**src/rtl/lmg_pkg.sv**
```systemverilog
// Shared types, codes and tables for the LED matrix glyph blit and scan block.
`default_nettype none

package lmg_pkg;

  // Command codes carried on the input item's tuser.
  typedef enum logic [2:0] {
    FUNC_FILL     = 3'd0,
    FUNC_BLIT_6X8 = 3'd1,
    FUNC_BLIT_5X8 = 3'd2,
    FUNC_BLIT_4X6 = 3'd3,
    FUNC_REFRESH  = 3'd4,
    FUNC_INIT     = 3'd5
  } func_t;

  typedef enum logic [1:0] {
    CMD_FILL,
    CMD_BLIT,
    CMD_REFRESH,
    CMD_INIT
  } cmd_kind_t;

  typedef enum logic [2:0] {
    ST_IDLE,
    ST_BLIT_RD,
    ST_BLIT_WR,
    ST_FRM_RD,
    ST_FRM_OUT
  } back_state_t;

  // Configuration register indexes.
  localparam logic [1:0] CFG_BRIGHTNESS = 2'd0;
  localparam logic [1:0] CFG_ENABLE     = 2'd1;
  localparam logic [1:0] CFG_MIRROR     = 2'd2;

  // Driver register addresses.
  localparam logic [3:0] REG_NOOP      = 4'h0;
  localparam logic [3:0] REG_DECODE    = 4'h9;
  localparam logic [3:0] REG_INTENSITY = 4'hA;
  localparam logic [3:0] REG_SCAN_LIM  = 4'hB;
  localparam logic [3:0] REG_SHUTDOWN  = 4'hC;
  localparam logic [3:0] REG_TEST      = 4'hF;

  localparam int FB_ROWS = 8;
  localparam int ROW_AW  = 3;
  localparam int SLOTS   = 4;
  localparam int QDEPTH  = 2;

  // Frame sequence: setup frames, row frames, enable frame, brightness frame.
  localparam logic [4:0] FRM_ROW_FIRST = 5'd7;
  localparam logic [4:0] FRM_ENABLE    = 5'd15;
  localparam logic [4:0] FRM_BRIGHT    = 5'd16;

  localparam logic [3:0] BLIT6_W = 4'd6;
  localparam logic [3:0] BLIT5_W = 4'd5;
  localparam logic [3:0] BLIT4_W = 4'd4;
  localparam logic [3:0] BLIT6_H = 4'd8;
  localparam logic [3:0] BLIT5_H = 4'd8;
  localparam logic [3:0] BLIT4_H = 4'd6;
  localparam logic [7:0] BLIT6_MASK = 8'hfc;
  localparam logic [7:0] BLIT5_MASK = 8'hf8;
  localparam logic [7:0] BLIT4_MASK = 8'hf0;

  typedef struct packed {
    cmd_kind_t         kind;
    logic [63:0]       glyph;
    logic [7:0]        fill;
    logic signed [4:0] xd;          // module index of the glyph's left edge
    logic [2:0]        xr;          // bit offset within that module
    logic [7:0]        mask;
    logic [2:0]        row_first;
    logic [2:0]        gidx_first;  // glyph row that lands on row_first
    logic [3:0]        row_cnt;
  } cmd_t;

  typedef struct packed {
    logic [3:0] bright;
    logic       enable;
    logic       mirror;
  } disp_cfg_t;

  function automatic logic [3:0] setup_reg(input logic [2:0] idx);
    case (idx)
      3'd0:    return REG_SHUTDOWN;
      3'd1:    return REG_NOOP;
      3'd2:    return REG_DECODE;
      3'd3:    return REG_TEST;
      3'd4:    return REG_SCAN_LIM;
      3'd5:    return REG_INTENSITY;
      3'd6:    return REG_SHUTDOWN;
      default: return REG_NOOP;
    endcase
  endfunction

  function automatic logic [7:0] setup_val(input logic [2:0] idx);
    case (idx)
      3'd0:    return 8'h00;
      3'd1:    return 8'hFF;
      3'd2:    return 8'h00;
      3'd3:    return 8'h00;
      3'd4:    return 8'h07;
      3'd5:    return 8'h04;
      3'd6:    return 8'h01;
      default: return 8'h00;
    endcase
  endfunction

  function automatic logic [7:0] rev8(input logic [7:0] b);
    logic [7:0] r;
    for (int k = 0; k < 8; k++) begin
      r[k] = b[7-k];
    end
    return r;
  endfunction

endpackage

`default_nettype wire

```
**src/rtl/lmg_front.sv**
```systemverilog
// Command classifier: decodes the input item, clips blits and builds a queue entry.
`default_nettype none

module lmg_front (
  input  wire logic [2:0]   func,
  input  wire logic [63:0]  glyph_rows,
  input  wire logic [7:0]   x_pos,
  input  wire logic [7:0]   y_pos,
  input  wire logic [7:0]   fill_byte,
  output lmg_pkg::cmd_t     cmd,
  output logic              keep
);

  logic [3:0]        width;
  logic [3:0]        rows;
  logic [7:0]        mask;
  logic signed [8:0] xs9;
  logic signed [8:0] ys9;
  logic signed [8:0] ylast9;
  logic signed [8:0] yneg9;
  logic              ok_x;
  logic              ok_y;
  logic              is_blit;
  logic [2:0]        row_first;
  logic [2:0]        row_last;

  always_comb begin
    width   = lmg_pkg::BLIT6_W;
    rows    = lmg_pkg::BLIT6_H;
    mask    = lmg_pkg::BLIT6_MASK;
    is_blit = 1'b0;
    keep    = 1'b0;
    cmd.kind = lmg_pkg::CMD_FILL;
    case (lmg_pkg::func_t'(func))
      lmg_pkg::FUNC_FILL: begin
        cmd.kind = lmg_pkg::CMD_FILL;
        keep     = 1'b1;
      end
      lmg_pkg::FUNC_BLIT_6X8: begin
        cmd.kind = lmg_pkg::CMD_BLIT;
        is_blit  = 1'b1;
      end
      lmg_pkg::FUNC_BLIT_5X8: begin
        cmd.kind = lmg_pkg::CMD_BLIT;
        is_blit  = 1'b1;
        width    = lmg_pkg::BLIT5_W;
        rows     = lmg_pkg::BLIT5_H;
        mask     = lmg_pkg::BLIT5_MASK;
      end
      lmg_pkg::FUNC_BLIT_4X6: begin
        cmd.kind = lmg_pkg::CMD_BLIT;
        is_blit  = 1'b1;
        width    = lmg_pkg::BLIT4_W;
        rows     = lmg_pkg::BLIT4_H;
        mask     = lmg_pkg::BLIT4_MASK;
      end
      lmg_pkg::FUNC_REFRESH: begin
        cmd.kind = lmg_pkg::CMD_REFRESH;
        keep     = 1'b1;
      end
      lmg_pkg::FUNC_INIT: begin
        cmd.kind = lmg_pkg::CMD_INIT;
        keep     = 1'b1;
      end
      default: begin
        keep = 1'b0;
      end
    endcase

    xs9    = {x_pos[7], x_pos};
    ys9    = {y_pos[7], y_pos};
    ylast9 = ys9 + $signed({5'b0, rows}) - 9'sd1;
    yneg9  = 9'sd0 - ys9;
    ok_x   = (xs9 + $signed({5'b0, width})) >= 9'sd1;
    ok_y   = (ylast9 >= 9'sd0) && (ys9 <= 9'sd7);

    row_first = ys9[8] ? 3'd0 : ys9[2:0];
    row_last  = (ylast9 > 9'sd7) ? 3'd7 : ylast9[2:0];

    // A blit that lands entirely above, below or left of the buffer leaves no trace, so it is dropped here.
    if (is_blit) begin
      keep = ok_x && ok_y;
    end

    cmd.glyph      = glyph_rows;
    cmd.fill       = fill_byte;
    cmd.xd         = $signed(x_pos[7:3]);
    cmd.xr         = x_pos[2:0];
    cmd.mask       = mask;
    cmd.row_first  = row_first;
    cmd.gidx_first = ys9[8] ? yneg9[2:0] : 3'd0;
    cmd.row_cnt    = {1'b0, row_last} - {1'b0, row_first} + 4'd1;
  end

endmodule

`default_nettype wire

```
**src/rtl/lmg_cmd_fifo.sv**
```systemverilog
// Short command queue between the classifier and the executor.
`default_nettype none

module lmg_cmd_fifo (
  input  wire logic          clk,
  input  wire logic          rst_n,
  input  wire logic          push,
  input  lmg_pkg::cmd_t      push_cmd,
  output logic               full,
  input  wire logic          pop,
  output lmg_pkg::cmd_t      head_cmd,
  output logic               empty
);

  localparam int PTR_W = (lmg_pkg::QDEPTH > 1) ? $clog2(lmg_pkg::QDEPTH) : 1;
  localparam int CNT_W = $clog2(lmg_pkg::QDEPTH + 1);

  lmg_pkg::cmd_t    entry_r [lmg_pkg::QDEPTH];
  logic [PTR_W-1:0] wr_ptr_r;
  logic [PTR_W-1:0] wr_ptr_nxt;
  logic [PTR_W-1:0] rd_ptr_r;
  logic [PTR_W-1:0] rd_ptr_nxt;
  logic [CNT_W-1:0] count_r;
  logic [CNT_W-1:0] count_nxt;
  logic             do_push;
  logic             do_pop;

  assign full     = (count_r == CNT_W'(lmg_pkg::QDEPTH));
  assign empty    = (count_r == '0);
  assign head_cmd = entry_r[rd_ptr_r];
  assign do_push  = push && !full;
  assign do_pop   = pop && !empty;

  always_comb begin
    wr_ptr_nxt = wr_ptr_r;
    rd_ptr_nxt = rd_ptr_r;
    count_nxt  = count_r;
    if (do_push) begin
      wr_ptr_nxt = (wr_ptr_r == PTR_W'(lmg_pkg::QDEPTH - 1)) ? '0 : wr_ptr_r + 1'b1;
    end
    if (do_pop) begin
      rd_ptr_nxt = (rd_ptr_r == PTR_W'(lmg_pkg::QDEPTH - 1)) ? '0 : rd_ptr_r + 1'b1;
    end
    if (do_push && !do_pop) begin
      count_nxt = count_r + 1'b1;
    end else if (do_pop && !do_push) begin
      count_nxt = count_r - 1'b1;
    end
  end

  always_ff @(posedge clk) begin
    if (!rst_n) begin
      wr_ptr_r <= '0;
      rd_ptr_r <= '0;
      count_r  <= '0;
    end else begin
      wr_ptr_r <= wr_ptr_nxt;
      rd_ptr_r <= rd_ptr_nxt;
      count_r  <= count_nxt;
    end
  end

  always_ff @(posedge clk) begin
    if (do_push) begin
      entry_r[wr_ptr_r] <= push_cmd;
    end
  end

endmodule

`default_nettype wire

```
**src/rtl/lmg_back.sv**
```systemverilog
// Command executor: framebuffer row memory, blit read-modify-write and frame scan-out.
`default_nettype none

module lmg_back #(
  parameter int NUM_MODULES = 4
) (
  input  wire logic           clk,
  input  wire logic           rst_n,
  input  lmg_pkg::disp_cfg_t  dcfg,
  input  wire logic           q_empty,
  input  lmg_pkg::cmd_t       q_cmd,
  output logic                q_pop,
  output logic                out_tvalid,
  input  wire logic           out_tready,
  output logic [39:0]         out_tdata,
  output logic                out_tlast
);

  localparam int FB_W = NUM_MODULES * 8;

  lmg_pkg::back_state_t state_r, state_nxt;
  lmg_pkg::cmd_t        cmd_r, cmd_nxt;

  logic [lmg_pkg::ROW_AW-1:0] row_r, row_nxt;
  logic [2:0]                 gidx_r, gidx_nxt;
  logic [3:0]                 cnt_r, cnt_nxt;
  logic [4:0]                 fidx_r, fidx_nxt;
  logic [7:0]                 bg_r, bg_nxt;
  logic [lmg_pkg::FB_ROWS-1:0] rvalid_r, rvalid_nxt;

  // Framebuffer: one memory row holds one display row across all modules.
  logic [FB_W-1:0]            fb_mem [lmg_pkg::FB_ROWS];
  logic [FB_W-1:0]            rd_data_r;
  logic                       rd_vld_r;
  logic                       mem_re;
  logic                       mem_we;
  logic [lmg_pkg::ROW_AW-1:0] raddr;
  logic [FB_W-1:0]            row_eff;
  logic [FB_W-1:0]            blit_data;

  logic                       out_valid_r;
  logic [3:0]                 out_reg_r;
  logic [31:0]                out_data_r;
  logic                       out_last_r;
  logic                       out_load;
  logic [3:0]                 frm_reg;
  logic [31:0]                frm_data;
  logic [lmg_pkg::ROW_AW-1:0] frm_row;
  logic                       frm_is_row;
  logic                       out_free;

  function automatic logic [31:0] broadcast(input logic [7:0] v);
    logic [31:0] d;
    d = '0;
    for (int j = 0; j < lmg_pkg::SLOTS; j++) begin
      if (j < NUM_MODULES) begin
        d[(lmg_pkg::SLOTS-1-j)*8 +: 8] = v;
      end
    end
    return d;
  endfunction

  function automatic logic [31:0] row_frame(input logic [FB_W-1:0] row, input logic mirror);
    logic [31:0] d;
    int          m;
    d = '0;
    for (int j = 0; j < lmg_pkg::SLOTS; j++) begin
      if (j < NUM_MODULES) begin
        if (mirror) begin
          m = j;
          d[(lmg_pkg::SLOTS-1-j)*8 +: 8] = lmg_pkg::rev8(row[m*8 +: 8]);
        end else begin
          m = NUM_MODULES - 1 - j;
          d[(lmg_pkg::SLOTS-1-j)*8 +: 8] = row[m*8 +: 8];
        end
      end
    end
    return d;
  endfunction

  function automatic logic [FB_W-1:0] blit_row(input logic [FB_W-1:0] row,
                                               input logic [7:0] g,
                                               input logic [7:0] mask,
                                               input logic signed [4:0] xd,
                                               input logic [2:0] xr);
    logic [15:0]       wg;
    logic [15:0]       wm;
    logic [FB_W-1:0]   r;
    logic signed [5:0] xd6;
    logic signed [5:0] m6;
    wg  = {g, 8'h00} >> xr;
    wm  = {mask, 8'h00} >> xr;
    r   = row;
    xd6 = {xd[4], xd};
    for (int m = 0; m < NUM_MODULES; m++) begin
      m6 = $signed(6'(m));
      if (m6 == xd6) begin
        r[m*8 +: 8] = (r[m*8 +: 8] & ~wm[15:8]) | wg[15:8];
      end
      if (m6 == xd6 + 6'sd1) begin
        r[m*8 +: 8] = (r[m*8 +: 8] & ~wm[7:0]) | wg[7:0];
      end
    end
    return r;
  endfunction

  // A row never written since the last fill or clear reads as the background byte.
  assign row_eff   = rd_vld_r ? rd_data_r : {NUM_MODULES{bg_r}};
  assign blit_data = blit_row(row_eff, cmd_r.glyph[{~gidx_r, 3'b000} +: 8], cmd_r.mask,
                              cmd_r.xd, cmd_r.xr);
  assign out_free  = !out_valid_r || out_tready;

  always_comb begin
    frm_row    = 3'(fidx_r - lmg_pkg::FRM_ROW_FIRST);
    frm_is_row = (fidx_r >= lmg_pkg::FRM_ROW_FIRST) && (fidx_r < lmg_pkg::FRM_ENABLE);
    if (fidx_r < lmg_pkg::FRM_ROW_FIRST) begin
      frm_reg  = lmg_pkg::setup_reg(fidx_r[2:0]);
      frm_data = broadcast(lmg_pkg::setup_val(fidx_r[2:0]));
    end else if (frm_is_row) begin
      frm_reg  = 4'(frm_row) + 4'd1;
      frm_data = row_frame(row_eff, dcfg.mirror);
    end else if (fidx_r == lmg_pkg::FRM_ENABLE) begin
      frm_reg  = lmg_pkg::REG_SHUTDOWN;
      frm_data = broadcast({7'd0, dcfg.enable});
    end else begin
      frm_reg  = lmg_pkg::REG_INTENSITY;
      frm_data = broadcast({4'd0, dcfg.bright});
    end
  end

  always_comb begin
    state_nxt  = state_r;
    cmd_nxt    = cmd_r;
    row_nxt    = row_r;
    gidx_nxt   = gidx_r;
    cnt_nxt    = cnt_r;
    fidx_nxt   = fidx_r;
    bg_nxt     = bg_r;
    rvalid_nxt = rvalid_r;
    q_pop      = 1'b0;
    mem_re     = 1'b0;
    mem_we     = 1'b0;
    raddr      = row_r;
    out_load   = 1'b0;
    case (state_r)
      lmg_pkg::ST_IDLE: begin
        if (!q_empty) begin
          q_pop   = 1'b1;
          cmd_nxt = q_cmd;
          case (q_cmd.kind)
            lmg_pkg::CMD_FILL: begin
              bg_nxt     = q_cmd.fill;
              rvalid_nxt = '0;
            end
            lmg_pkg::CMD_BLIT: begin
              row_nxt   = q_cmd.row_first;
              gidx_nxt  = q_cmd.gidx_first;
              cnt_nxt   = q_cmd.row_cnt;
              state_nxt = lmg_pkg::ST_BLIT_RD;
            end
            lmg_pkg::CMD_REFRESH: begin
              fidx_nxt  = lmg_pkg::FRM_ROW_FIRST;
              state_nxt = lmg_pkg::ST_FRM_RD;
            end
            lmg_pkg::CMD_INIT: begin
              bg_nxt     = 8'h00;
              rvalid_nxt = '0;
              fidx_nxt   = '0;
              state_nxt  = lmg_pkg::ST_FRM_RD;
            end
            default: begin
              state_nxt = lmg_pkg::ST_IDLE;
            end
          endcase
        end
      end
      lmg_pkg::ST_BLIT_RD: begin
        mem_re    = 1'b1;
        state_nxt = lmg_pkg::ST_BLIT_WR;
      end
      lmg_pkg::ST_BLIT_WR: begin
        mem_we          = 1'b1;
        rvalid_nxt[row_r] = 1'b1;
        if (cnt_r == 4'd1) begin
          state_nxt = lmg_pkg::ST_IDLE;
        end else begin
          row_nxt   = row_r + 1'b1;
          gidx_nxt  = gidx_r + 1'b1;
          cnt_nxt   = cnt_r - 1'b1;
          state_nxt = lmg_pkg::ST_BLIT_RD;
        end
      end
      lmg_pkg::ST_FRM_RD: begin
        mem_re    = frm_is_row;
        raddr     = dcfg.mirror ? ~frm_row : frm_row;
        state_nxt = lmg_pkg::ST_FRM_OUT;
      end
      lmg_pkg::ST_FRM_OUT: begin
        if (out_free) begin
          out_load = 1'b1;
          if (fidx_r == lmg_pkg::FRM_BRIGHT) begin
            state_nxt = lmg_pkg::ST_IDLE;
          end else begin
            fidx_nxt  = fidx_r + 1'b1;
            state_nxt = lmg_pkg::ST_FRM_RD;
          end
        end
      end
      default: begin
        state_nxt = lmg_pkg::ST_IDLE;
      end
    endcase
  end

  always_ff @(posedge clk) begin
    if (!rst_n) begin
      state_r     <= lmg_pkg::ST_IDLE;
      bg_r        <= 8'h00;
      rvalid_r    <= '0;
      out_valid_r <= 1'b0;
    end else begin
      state_r  <= state_nxt;
      bg_r     <= bg_nxt;
      rvalid_r <= rvalid_nxt;
      if (out_load) begin
        out_valid_r <= 1'b1;
      end else if (out_tready) begin
        out_valid_r <= 1'b0;
      end
    end
  end

  always_ff @(posedge clk) begin
    cmd_r  <= cmd_nxt;
    row_r  <= row_nxt;
    gidx_r <= gidx_nxt;
    cnt_r  <= cnt_nxt;
    fidx_r <= fidx_nxt;
    if (out_load) begin
      out_reg_r  <= frm_reg;
      out_data_r <= frm_data;
      out_last_r <= (fidx_r == lmg_pkg::FRM_BRIGHT);
    end
  end

  always_ff @(posedge clk) begin
    if (mem_we) begin
      fb_mem[row_r] <= blit_data;
    end
    if (mem_re) begin
      rd_data_r <= fb_mem[raddr];
      rd_vld_r  <= rvalid_r[raddr];
    end
  end

  assign out_tvalid = out_valid_r;
  assign out_tdata  = {4'd0, out_data_r, out_reg_r};
  assign out_tlast  = out_last_r;

endmodule

`default_nettype wire

```
**src/rtl/led_matrix_glyph_blit_and_scan.sv**
```systemverilog
// LED matrix framebuffer with glyph blit and frame scan-out: top level.
// Items enter a 2-entry command queue, one per cycle while it has room; the idle executor pops
// each: a fill sets the background byte, a blit reads and writes back each touched row in turn,
// refresh sends the row, enable and brightness frames, and init sends the setup frames first.
// Each frame takes a row memory read, then an output load, and waits while the sink stalls.
// Reset (synchronous, active low) empties the queue and marks every framebuffer row unwritten,
// so the buffer reads as zeros at once; configuration returns to brightness 1, enabled, unmirrored.
`default_nettype none

module led_matrix_glyph_blit_and_scan #(
  parameter int NUM_MODULES = 4
) (
  input  wire logic        clk,
  input  wire logic        rst_n,
  input  wire logic        in_tvalid,
  output logic             in_tready,
  input  wire logic [87:0] in_tdata,   // glyph_rows[63:0], x_pos[71:64], y_pos[79:72], fill_byte[87:80]
  input  wire logic [2:0]  in_tuser,   // func[2:0]
  output logic             out_tvalid,
  input  wire logic        out_tready,
  output logic [39:0]      out_tdata,  // reg_addr[3:0], frame_data[35:4], zero pad[39:36]
  output logic             out_tlast,
  input  wire logic        cfg_valid,
  output logic             cfg_ready,
  input  wire logic [1:0]  cfg_index,
  input  wire logic [4:0]  cfg_data
);

  logic [4:0]         bright_lvl_r;
  logic               enable_r;
  logic               mirror_r;
  lmg_pkg::disp_cfg_t dcfg;
  lmg_pkg::cmd_t      front_cmd;
  logic               front_keep;
  lmg_pkg::cmd_t      head_cmd;
  logic               q_full;
  logic               q_empty;
  logic               q_pop;

  assign cfg_ready = 1'b1;

  always_ff @(posedge clk) begin
    if (!rst_n) begin
      bright_lvl_r <= 5'd1;
      enable_r     <= 1'b1;
      mirror_r     <= 1'b0;
    end else if (cfg_valid) begin
      case (cfg_index)
        lmg_pkg::CFG_BRIGHTNESS: bright_lvl_r <= cfg_data;
        lmg_pkg::CFG_ENABLE:     enable_r     <= cfg_data[0];
        lmg_pkg::CFG_MIRROR:     mirror_r     <= cfg_data[0];
        default: begin
        end
      endcase
    end
  end

  // Level zero wraps below zero and levels above sixteen clamp; both send full intensity.
  always_comb begin
    dcfg.bright = (bright_lvl_r == 5'd0 || bright_lvl_r > 5'd16) ? 4'hF
                                                                  : 4'(bright_lvl_r - 5'd1);
    dcfg.enable = enable_r;
    dcfg.mirror = mirror_r;
  end

  assign in_tready = !q_full;

  lmg_front u_front (
    .func       (in_tuser),
    .glyph_rows (in_tdata[63:0]),
    .x_pos      (in_tdata[71:64]),
    .y_pos      (in_tdata[79:72]),
    .fill_byte  (in_tdata[87:80]),
    .cmd        (front_cmd),
    .keep       (front_keep)
  );

  lmg_cmd_fifo u_fifo (
    .clk      (clk),
    .rst_n    (rst_n),
    .push     (in_tvalid && front_keep),
    .push_cmd (front_cmd),
    .full     (q_full),
    .pop      (q_pop),
    .head_cmd (head_cmd),
    .empty    (q_empty)
  );

  lmg_back #(
    .NUM_MODULES (NUM_MODULES)
  ) u_back (
    .clk        (clk),
    .rst_n      (rst_n),
    .dcfg       (dcfg),
    .q_empty    (q_empty),
    .q_cmd      (head_cmd),
    .q_pop      (q_pop),
    .out_tvalid (out_tvalid),
    .out_tready (out_tready),
    .out_tdata  (out_tdata),
    .out_tlast  (out_tlast)
  );

endmodule

`default_nettype wire

```
**config.mk**
```make
export PLATFORM = sky130hd
export DESIGN_NAME = led_matrix_glyph_blit_and_scan
export DESIGN_NICKNAME = d
export VERILOG_FILES = /design/src/rtl/lmg_pkg.sv /design/src/rtl/lmg_front.sv /design/src/rtl/lmg_cmd_fifo.sv /design/src/rtl/lmg_back.sv /design/src/rtl/led_matrix_glyph_blit_and_scan.sv
export SDC_FILE = /design/constraint.sdc
export NUM_CORES = 1
export LEC_CHECK = 0
export BUFFER_PORTS_ARGS = -buffer_cell sky130_fd_sc_hd__buf_2
export CAP_MARGIN = 15
export CORE_UTILIZATION = 30
export CTS_CLUSTER_DIAMETER = 80
export CTS_CLUSTER_SIZE = 20
export DETAILED_ROUTE_END_ITERATION = 8
export PLACE_DENSITY = 0.5
export SLEW_MARGIN = 15
export SYNTH_ARGS = -nofsm -noshare
export SYNTH_HDL_FRONTEND = slang
export SYNTH_HIERARCHICAL = 1
export SYNTH_SLANG_ARGS = --single-unit
```
**constraint.sdc**
```tcl
create_clock -name clk -period 9.35 [get_ports clk]
set_input_delay 1.87 -clock clk [delete_from_list [all_inputs] [get_ports clk]]
set_output_delay 1.87 -clock clk [all_outputs]
set_load 0.005 [all_outputs]
```
Word level (Yosys, flattened, before mapping)
Memory sizes are Yosys's and may differ from the RTL's. A register that Yosys moved wholly into a read port is not among the register bits. Cells that the tools add are included. Widths: inputs -> output; s select.

Flip-flop bits (word level): 164. RAM bits: 448. Bits of input ports: 103. Logic and storage cells: 243. Memories: 2.

Memories: u_back.fb_mem (words 8, width 32, rd ports 1, clocked after Yosys merged registers in 1, write ports 1, line lmg_back.sv:32) `logic [FB_W-1:0] fb_mem [lmg_pkg::FB_ROWS];`; u_fifo.entry_r (words 2, width 96, rd ports 1, clocked after Yosys merged registers in 1, write ports 1, line lmg_cmd_fifo.sv:18) `lmg_pkg::cmd_t entry_r [lmg_pkg::QDEPTH];`.

Add/subtract/negate cells: 18. Order comparisons: 11. Equality and inequality tests: 38. Shift-type cells: 3. Muxes and demuxes: 83. Bitwise operators: 22. Reduce and logical (&&, ||, !) cells: 44.

Operator list (number): $mux 8 (14); $mux 32 (3); $or 8x8->8 (9); $and 8x8->8 (8); $shiftx 64x7->8 (1); $mux 3 (14); $pmux 8 s2 (2); $pmux 8 s4 (1); $shr 16x3->16 (2); $mux 28 (1); $mux 4 (7); $mux 1 (21); $pmux 4 s5 (1); $pmux 5 s2 (2); $eq 3x2->1 const B (6); $eq 3x3->1 const B (6); $pmux 3 s2 (3); $not 8->8 (2); $pmux 4 s2 (2); $mux 5 (3); $pmux 3 s5 (1); $eq 3x6->1 const A (2); $logic_not 6->1 (2); $eq 3x5->1 const A (2); 57 further kinds (104).

Depth between registers and ports, before layout
Gate-level depths: netlist of run 1.

Depth in word-level cells: 14. Gate-level depth with buffers: 18. Depth with buffers taken out: 18.

Modules after synthesis
The synthesis of run 1 kept the hierarchy.

Modules (own cells, without submodules): lmg_back (times used 1, cells an instance 1552, area an instance 19641.3 um^2); lmg_cmd_fifo (times used 1, cells an instance 336, area an instance 7445.9 um^2); lmg_front (times used 1, cells an instance 208, area an instance 1524.0 um^2); led_matrix_glyph_blit_and_scan (times used 1, cells an instance 44, area an instance 406.6 um^2).

Worst setup path before layout of run 1
OpenSTA, ideal clock, no wires.

Path kind: input to register. Start point: in in_tuser[1]. End point: mem u_fifo/entry_r[0][0] (netlist bit) (enable). Data arrival time: 7.733 ns. Data required time: 8.808 ns. Path slack: 1.076 ns. Cell stages on the path: 13. Path buffers: 0. Cell sequence: nor2b_1 -> nand2_1 -> ha_1 -> inv_1 -> ha_1 -> a21o_1 -> nand4_1 -> a21oi_2 -> nor3_2 -> o32ai_1 -> and2_1 -> inv_1 -> nor3_2.

Cells in the longest elaborated chain, start to end: 12. Elaborated cells between the ends (all ways): 24.

Ends and longest elaborated chain: start: declaration (line led_matrix_glyph_blit_and_scan.sv:18) `input wire logic [2:0] in_tuser,`; $eq 3x2->1 (line lmg_front.sv:34) `case (lmg_pkg::func_t'(func))`; $mux 4 (line lmg_front.sv:34); $add 8x5->9 (line lmg_front.sv:72) `ylast9 = ys9 + $signed({5'b0, rows}) - 9'sd1;`; $sub 9x2->9 (line lmg_front.sv:72); $ge 9x1->1 (line lmg_front.sv:75) `ok_y = (ylast9 >= 9'sd0) && (ys9 <= 9'sd7);`; $logic_and 1x1->1 (line lmg_front.sv:75); $logic_and 1x1->1 (line lmg_front.sv:82) `keep = ok_x && ok_y;`; $mux 1 (*) (line lmg_front.sv:81) `if (is_blit) begin`; net front_keep (line led_matrix_glyph_blit_and_scan.sv:34) `logic front_keep;`; $logic_and 1x1->1 (*) (line led_matrix_glyph_blit_and_scan.sv:81) `.push (in_tvalid && front_keep),`; $logic_and 1x1->1 (*) (line lmg_cmd_fifo.sv:31) `assign do_push = push && !full;`; $mux 1 (*) (line lmg_cmd_fifo.sv:64) `if (do_push) begin`; $mux 1 (not written as such) (*) (line lmg_cmd_fifo.sv:65) `entry_r[wr_ptr_r] <= push_cmd;`; end: declaration (line lmg_cmd_fifo.sv:18).

The timed path passes the listed nets; every way through them passes the cells marked *.

Worst setup path after layout of run 1
Start point: in in_tuser[1]. End point: mem u_fifo/entry_r[1][43] (netlist bit) (enable).

Same word-level chain as after synthesis.

==> results list, run 1 <==
- Pin count of the biggest net entering global routing: 94
* Avg Synthesized Cell Area: between 10 and 15 um2
- Unique cell type count in the Yosys netlist: 88
* Initial core utilization: just over 30%
- Summed over all layers, the routed wires come to around 69 mm.
- Combinational power share: about a third
* Hold buffer count at CTS: 0
- Switching part of the total: 34.7%
* Top cell type's share of synthesized area: 64.3%
- P per Cell Area: approximately 270 mW/mm2
- Io pins: 147
* Max-cap viol count: 0
* Share of the cycle needed by the critical path after routing: 59.4%
- Kind of end point of the critical path: register
* Fin nets: 2297
* Final Max Slew Viols: 0
* Syn. warnings: 6
- By area the synthesized netlist is led by sky130_fd_sc_hd__edfxtp_1, sky130_fd_sc_hd__mux2_2, sky130_fd_sc_hd__nand2_1, sky130_fd_sc_hd__buf_4, sky130_fd_sc_hd__dfxtp_1.
- Overall power consumption after layout is estimated at 8.49 mW.
- Overflow left after global routing: 0
- The internal power of the cells totals 5.55 mW.
- In this run the standard cell core region covers about 0.095 mm2.
* Cell Rows: between 100 and 150
- Area of the die: between 0.09 and 0.1 mm2
* Final min period: about 5600 ps
- Global routing used 13.9% of the available tracks.
* Slew of the pin with the lowest slew margin: 1130 ps
- The die is 313 um tall.
* Critical Path AT: approximately 5800 ps
- The clock reaches the later pin of the worst-skew pair after around 580 ps.
- Routed vias/inst: 4.94
* Clock tree buffer depth: 3
* Routed vias: 17.0k
- The path class of the tightest hold or removal check is reg2reg.
- Number of post-CTS setup repair buffers: 0
* Wire length per cell after detailed routing: 20.1 um
* CTS H-Tree Depth: 2
* Outcome: finished clean
* Worst IR Drop VDD: between 100 and 150 uV
- Overall die width: 313 um
* Leakage Power: between 10 and 15 nW
* Count of flip-flops with a built-in enable after synthesis: 621
* Flip-flop cell with the highest count after synthesis: sky130_fd_sc_hd__edfxtp_1
* Share of total power in the clock network: 20.6%
- Part of the Yosys area used for sequential elements: 66.5%
- For this design, the sink count on the clock tree is between 600 and 700.
- HPWL after detailed placement: 43.2 mm
- Before CTS, the worst setup slack after placement is 3100 ps.
- Sequential Power Share: 47.8%
- Clock root buffer: sky130_fd_sc_hd__clkbuf_16
* Post-synthesis sequential element count: between 600 and 700
- Post-layout worst setup margin: 3790 ps
- The number of gates resized after CTS was 0.
* Leading cell type in the layout, fill and taps excluded: sky130_fd_sc_hd__edfxtp_1
- For this run, asynchronously set or reset flops after synthesis account for 0%.
- Worst reg2reg path depth: 9
* Layout area overhead: 8.90%
- Final Hold Viols: 0
- Worst Setup Path Type: in2reg
* Switching power total: 2.94 mW
- Biggest fanout along the worst timing path: 52
- The number of clock buffers added by TritonCTS is 40.
* Remaining routing DRC violations: 0
- The number of global-route vias before repair is 16.7k.
- Post-route setup TNS: 0 ps
- Maximum clock frequency: 180 MHz
- Cell type with the largest total area after synthesis: sky130_fd_sc_hd__edfxtp_1
- Last weighted congestion value of the routability-driven placer: 0.946
* Fraction of final layout cells sized beyond drive strength 1: 18.7%
- Number of diodes: 0
* First-pass GRT wire length: 104 mm
* Post-CTS clock slew at the launch and capture registers of the worst setup and hold paths: 80 ps
* Unrepaired setup endpoints after global routing: false
- The worst pin sits at a relative slew slack of between 20% and 30%.
- Critical Path Source Type: input pin
* Number of stages on the worst hold path: 1
* Cell area after synthesis: 0.0290 mm2
- Instance count of the mapped netlist: roughly 2.1k
- The count of nets left with antenna violations once routing finished came out at 0.
* Clk_skew: 29.0 ps
* Input/output buffers: 141
- In the layout the commonest cells are sky130_fd_sc_hd__edfxtp_1, sky130_fd_sc_hd__nand2_1, sky130_fd_sc_hd__buf_2.
- Number of antenna violations at the first check in global routing: 2
- After the first detailed-routing iteration, the DRC count stood at 1530.
* Crit path required time: 9560 ps
- The first TritonRoute pass finished after 5 iterations.
- TritonCTS built the clock tree.
- Final setup violation count: 0
-- path summary, 6_finish.rpt --
kind	slack (ps)	startpoint	to
worst max-delay path	3790	in_tuser[1]	u_fifo/entry_r[1][43]
worst min-delay path	470	u_back/rvalid_r[3]	u_back/rvalid_r[3]
worst max register to register	5220	u_back/fidx_r[0]	u_back/rd_data_r[8]
worst min register to register	470	u_back/rvalid_r[3]	u_back/rvalid_r[3]
-- state kept, by name, summed over array words and instances, names as in the netlist, 5 cells and up, named ones only --
| register | count |
|---|---|
| u_back/fb_mem | 256 |
| u_fifo/entry_r | 200 |
| u_back/cmd_r | 80 |
| u_back/out_data_r | 32 |
| u_back/rd_data_r | 32 |
| u_back/bg_r | 8 |
| u_back/rvalid_r | 8 |
| bright_lvl_r | 5 |
| u_back/fidx_r | 5 |
-- metal layers --
metal / GRT usage [%] / part of all wire (%) / up-vias / wire length, um
met5: 0 / 0.019 / - / 13
met3: 2.52 / 6.1 / 83 / 4180
met2: 22.5 / 47 / 480 / 32300
met1: 19.2 / 45 / 8471 / 31300
li1: - / - / 7946 / -
met4: 3.30 / 2.0 / 2 / 1360
-- final cells by class --
class / instances / area (um2)
inverter: 48 / 180
clock buffer: 50 / 1060
clock inverter: 11 / 82.6
multi-input combinational: 1240 / 8470
timing repair buffer: 169 / 928
sequential: 653 / 19300
fill: 9294 / 63800
tap: 1265 / 1580
-- power by group through the flow --
stage	Combinational [mW]	Clock (mW)	Sequential, mW
finish	2.69	1.75	4.06
global route	2.92	1.91	4.10
CTS	2.69	1.81	4.06
detailed placement	2.68	0	4.13
global placement	2.63	0	4.12
floorplan	1.93	0	4.05
-- cell families (layout without fill, tap and decap cells) --
| kind of cell | after synthesis | after routing | synth area share (%) |
|---|---|---|---|
| adders and majority gates | 42 | 42 | 1.89 |
| muxes | 170 | 170 | 6.89 |
| xor gates and xnor gates | 20 | 20 | 0.604 |
| AOI/OAI and AO/OA | 398 | 398 | 9.63 |
| and+or+nand+nor | 599 | 599 | 9.68 |
| other | 4 | 11 | 0.0517 |
| DFF | 653 | 653 | 66.5 |
| buffers and inverters | 254 | 278 | 4.79 |
-- synthesized netlist by cell type, types with 32 or more instances --
library cell / instances
sky130_fd_sc_hd__inv_1: 46
sky130_fd_sc_hd__o21ai_0: 62
sky130_fd_sc_hd__a311oi_1: 33
sky130_fd_sc_hd__nor2_1: 78
sky130_fd_sc_hd__edfxtp_1: 621
sky130_fd_sc_hd__nand2_1: 280
sky130_fd_sc_hd__mux2_2: 116
sky130_fd_sc_hd__mux2i_1: 40
sky130_fd_sc_hd__a21oi_1: 78
sky130_fd_sc_hd__dfxtp_1: 32
sky130_fd_sc_hd__ha_1: 39
sky130_fd_sc_hd__and2_0: 32
sky130_fd_sc_hd__clkbuf_1: 71
sky130_fd_sc_hd__a211oi_1: 42
sky130_fd_sc_hd__buf_4: 102
sky130_fd_sc_hd__nand3_1: 78
-- per-stage QoR --
stage          instance area, um2  hold slack (ps)  std cells  util [%]
2_1_floorplan               29000              426       2147         -
6_report                    31600              471       3436      33.1
3_5_place_dp                30500              455       3375      31.9
4_1_cts                     31600              474       3436      33.1
5_1_grt                     31600              496       3436      33.1
3_3_place_gp                30500              438       3375      31.9
-- critical path, stage by stage --
cell	delay [ps]
sky130_fd_sc_hd__buf_2	110
sky130_fd_sc_hd__nor2b_1	320
sky130_fd_sc_hd__nand2_1	160
sky130_fd_sc_hd__ha_1	350
sky130_fd_sc_hd__inv_1	50
sky130_fd_sc_hd__ha_1	270
sky130_fd_sc_hd__a21o_1	140
sky130_fd_sc_hd__nand4_1	180
sky130_fd_sc_hd__a21oi_2	210
sky130_fd_sc_hd__nor3_2	100
sky130_fd_sc_hd__o32ai_1	340
sky130_fd_sc_hd__and2_1	220
sky130_fd_sc_hd__and3_4	690
sky130_fd_sc_hd__buf_4	700
(Power assumes the default switching activity.)
==> inputs of run 2 (changes only) <==
==> constraint.sdc (replaced) <==
create_clock -name clk -period 5.4 [get_ports clk]
set_input_delay 1.08 -clock clk [delete_from_list [all_inputs] [get_ports clk]]
set_output_delay 1.08 -clock clk [all_outputs]
set_load 0.005 [all_outputs]
==> run 2 against run 1 <==
  * First-iteration DRC count fell by 13%
  * Final cell count grew 0.35%
  * Power is 77% higher
  * Die area unchanged
==> results list, run 2 (synthesis gave the netlist of run 1 again) <==
- The worst-case IR drop observed on VDD is 306 uV.
- Post-route worst hold slack: 468 ps
- After clock tree synthesis, the repair step resized 0 gates.
- For this design the static power due to leakage is 10.6 nW.
- Max-slew headroom: a little under a third
- The register with the most flip-flops in the layout has ~260 of them.
* Leading registers by flop count: u_back/fb_mem: 256 flops, u_fifo/entry_r: 200 flops, u_back/cmd_r: 80 flops
* Number of stages on the worst hold path: 2
- Derived from the worst setup path, the maximum achievable clock frequency is 231 MHz.
* Number of diodes: 0
- Measured in cells, the most critical reg-to-reg path has a length of 6.
- Power spread over the standard cell area amounts to 470 mW/mm2.
- For the finished layout, the period the worst path requires is ~4300 ps.
- Slack of the worst reg-to-reg path: ~1400 ps
- First-pass GRT wire length: 108 mm
- Entering global routing, the biggest net connects 100 pins.
- The final route contains roughly 17k vias.
- Clk_skew: 31.4 ps
* Remaining routing DRC violations: 0
* Final Hold Viols: 0
- The die covers 0.0980 mm2.
- Core region area: 0.0954 mm2
- Max-cap viol count: 0
- On the critical path the largest part of the delay comes from adder cells.
* Hold buffer count at CTS: 0
- Hold path startpoint: u_back/bg_r[2]
* Chain of cells forming the critical path: buf_2 > nor2b_4 > nand2_2 > ha_1 > inv_1 > ha_1 > inv_1 > fa_1 > nand2b_1 > a21oi_2 > nor4b_1 > o32a_1 > a22o_1 > ha_1 > inv_1 > ha_1 > inv_1 > fa_1 > xor2_1
* Number of antenna violations at the first check in global routing: 0
* Worst Setup Path Type: in2reg
* Share of total power in the clock network: a little over a fifth
* Worst reg2reg startpoint: u_back/gidx_r[2]
* Commonest non-fill, non-tap cells in the layout: sky130_fd_sc_hd__edfxtp_1, sky130_fd_sc_hd__nand2_1, sky130_fd_sc_hd__buf_2
* Fraction of final layout cells sized beyond drive strength 1: 19.4%
- Using the TritonRoute via totals, the vias-per-cell ratio works out to 4.94.
- After detailed routing, the total wire length is a little over 70 mm.
- Non-filler instance count after layout: 3448
- Kind of end point of the critical path: register
- The initialized floorplan defines about 110 standard-cell rows.
- In this run the worst path has a maximum fanout of 4.
* Overflow left after global routing: 0
- The run finished with clean final reports.
- Via count of the first global-routing pass: 17.0k
- Fin nets: approximately 2.3k
- Routability-driven placement finished with a final weighted congestion of slightly above 0.9.
- The number of slew-limit violations in the final report came to 0.
- Setup violations remaining at the end of the flow were counted as 0.
- TritonCTS clock tree: done
* Initial DRC count: between 1k and 1.5k
* Post-CTS clock slew at the launch and capture registers of the worst setup and hold paths: 80 ps
* Share of the cycle needed by the critical path after routing: ~80%
- Terminating pin of the worst hold path: u_back/bg_r[2]
* Crit Reg-Reg Endpoint: u_back/fb_mem[7][30]
* Critical Path AT: 4680 ps
- Cell Int Power: between 9 and 10 mW
* Switching power total: 5.25 mW
* Switching part of the total: 35.0%
- Slew of the pin with the lowest slew margin: about 1000 ps
- Antenna Nets Post-Route: 0
- Port buffering added around 140 buffers.
- The die is 313 um tall.
- For this configuration, the core starts out at a cell density of 30.4%.
- Counting the fill cells in the layout gives 9292.
- Clock root buffer: sky130_fd_sc_hd__clkbuf_16
- From synthesis to final layout, the design area changed by 9.84%.
- Placed insts: about 3.4k
- Buffers added to address setup during post-CTS repair amount to 0.
* Most flop-heavy register: u_back/fb_mem
* Cell with the largest stage delay on the worst path: sky130_fd_sc_hd__fa_1
* Critical Path Source Type: input pin
* Worst Hold Class: reg2reg
* Leading cell type in the layout, fill and taps excluded: sky130_fd_sc_hd__edfxtp_1
- The share of total power dissipated in combinational logic is 30.9%.
- Crit path required time: between 5000 and 6000 ps
- Number of buffer and inverter instances along the worst setup path: 5
- The number of clock buffers added by TritonCTS is 42.
- Clock latency on the worst-skew pair, taken at its later pin, is 620 ps.
- Overall die width: 313 um
* Io pins: 147
- The longest clock path from root to sink contains 3 buffers.
* Wire length per cell after detailed routing: 21.0 um
- In this run, flip-flops and latches consume 47.5% of the power.
- Counting every sink on the clock net gives between 600 and 700.
* Tot GR Track Use: between 10% and 20%
- The first detailed-routing pass ran for 6 iterations.
* HPWL after detailed placement: 47.4 mm
- Startpoint of the worst setup timing path: in_tuser[1]
- CTS H-Tree Depth: 2
* Unrepaired setup endpoints after global routing: false
* Stage delay of the slowest cell on the critical path: 430 ps
==> run 2: cell types whose count changed in the layout (fill, tap and decap cells not counted), moves of 2 or more <==
cell                       delta
sky130_fd_sc_hd__buf_12       +6
sky130_fd_sc_hd__clkinv_8     +2
sky130_fd_sc_hd__inv_6        +3
sky130_fd_sc_hd__inv_1        -2
sky130_fd_sc_hd__inv_2        +2
==> run 2: worst max path at each step <==
stage / end / slack [ps] / cells past startpoint
2_1_floorplan: u_fifo/entry_r[0][0] / -230 / 13
3_3_place_gp: u_fifo/entry_r[0][3] / 450 / 19
3_5_place_dp: u_fifo/entry_r[1][3] / 420 / 19
4_1_cts: u_fifo/entry_r[1][3] / 1050 / 19
5_1_grt: u_fifo/entry_r[1][3] / 870 / 19
6_report: u_fifo/entry_r[1][3] / 1070 / 19
==> run 2: stage by stage <==
step / setup WS, ps / utilization, % / power, mW / setup TNS [ps] / area, um2
floorplan: -230 / - / 10.3 / -23160 / 29100
global placement: 450 / 32.1 / 11.8 / 0 / 30600
detailed placement: 415 / 32.1 / 11.9 / 0 / 30600
CTS: 1050 / 33.4 / 15.1 / 0 / 31900
global route: 865 / 33.4 / 15.8 / 0 / 31900
finish: 1070 / 33.4 / 15.0 / 0 / 31900
==> run 2: final cells by class <==
| cell class | instances | area [um2] | area share [%] |
|---|---|---|---|
| clock buffer | 52 | 1090 | 3.42 |
| clock inverter | 14 | 166 | 0.522 |
| inverter | 48 | 180 | 0.565 |
| multi-input combinational | 1240 | 8510 | 26.7 |
| sequential | 653 | 19300 | 60.5 |
| tap | 1265 | 1580 | 4.97 |
| timing repair buffer | 176 | 1060 | 3.31 |
==> run 2: worst register-to-register path, cell delays in order (launching register included) <==
cell and delay [ps]:
sky130_fd_sc_hd__edfxtp_1 960, sky130_fd_sc_hd__nor2b_1 300, sky130_fd_sc_hd__a22oi_1 450, sky130_fd_sc_hd__nand3_1 560, sky130_fd_sc_hd__o22ai_1 670, sky130_fd_sc_hd__a21oi_1 190, sky130_fd_sc_hd__o22ai_1 610
==> run 2: power groups by stage <==
stage          logic [mW]  clock network (mW)  registers, mW
2_1_floorplan        3.34                   0           6.96
3_3_place_gp         4.57                   0           7.23
3_5_place_dp         4.63                   0           7.25
4_1_cts              4.65                3.34           7.14
5_1_grt              5.05                3.51           7.20
6_report             4.64                3.23           7.13
==> run 2: layer usage <==
metal | wire (um) | up-vias | track usage (%)
met2 | 34300 | 499 | 24.2
li1 | - | 7959 | -
met5 | 0 | - | 0
met4 | 1930 | 0 | 4.62
met1 | 32100 | 8481 | 19.4
met3 | 4040 | 95 | 2.64
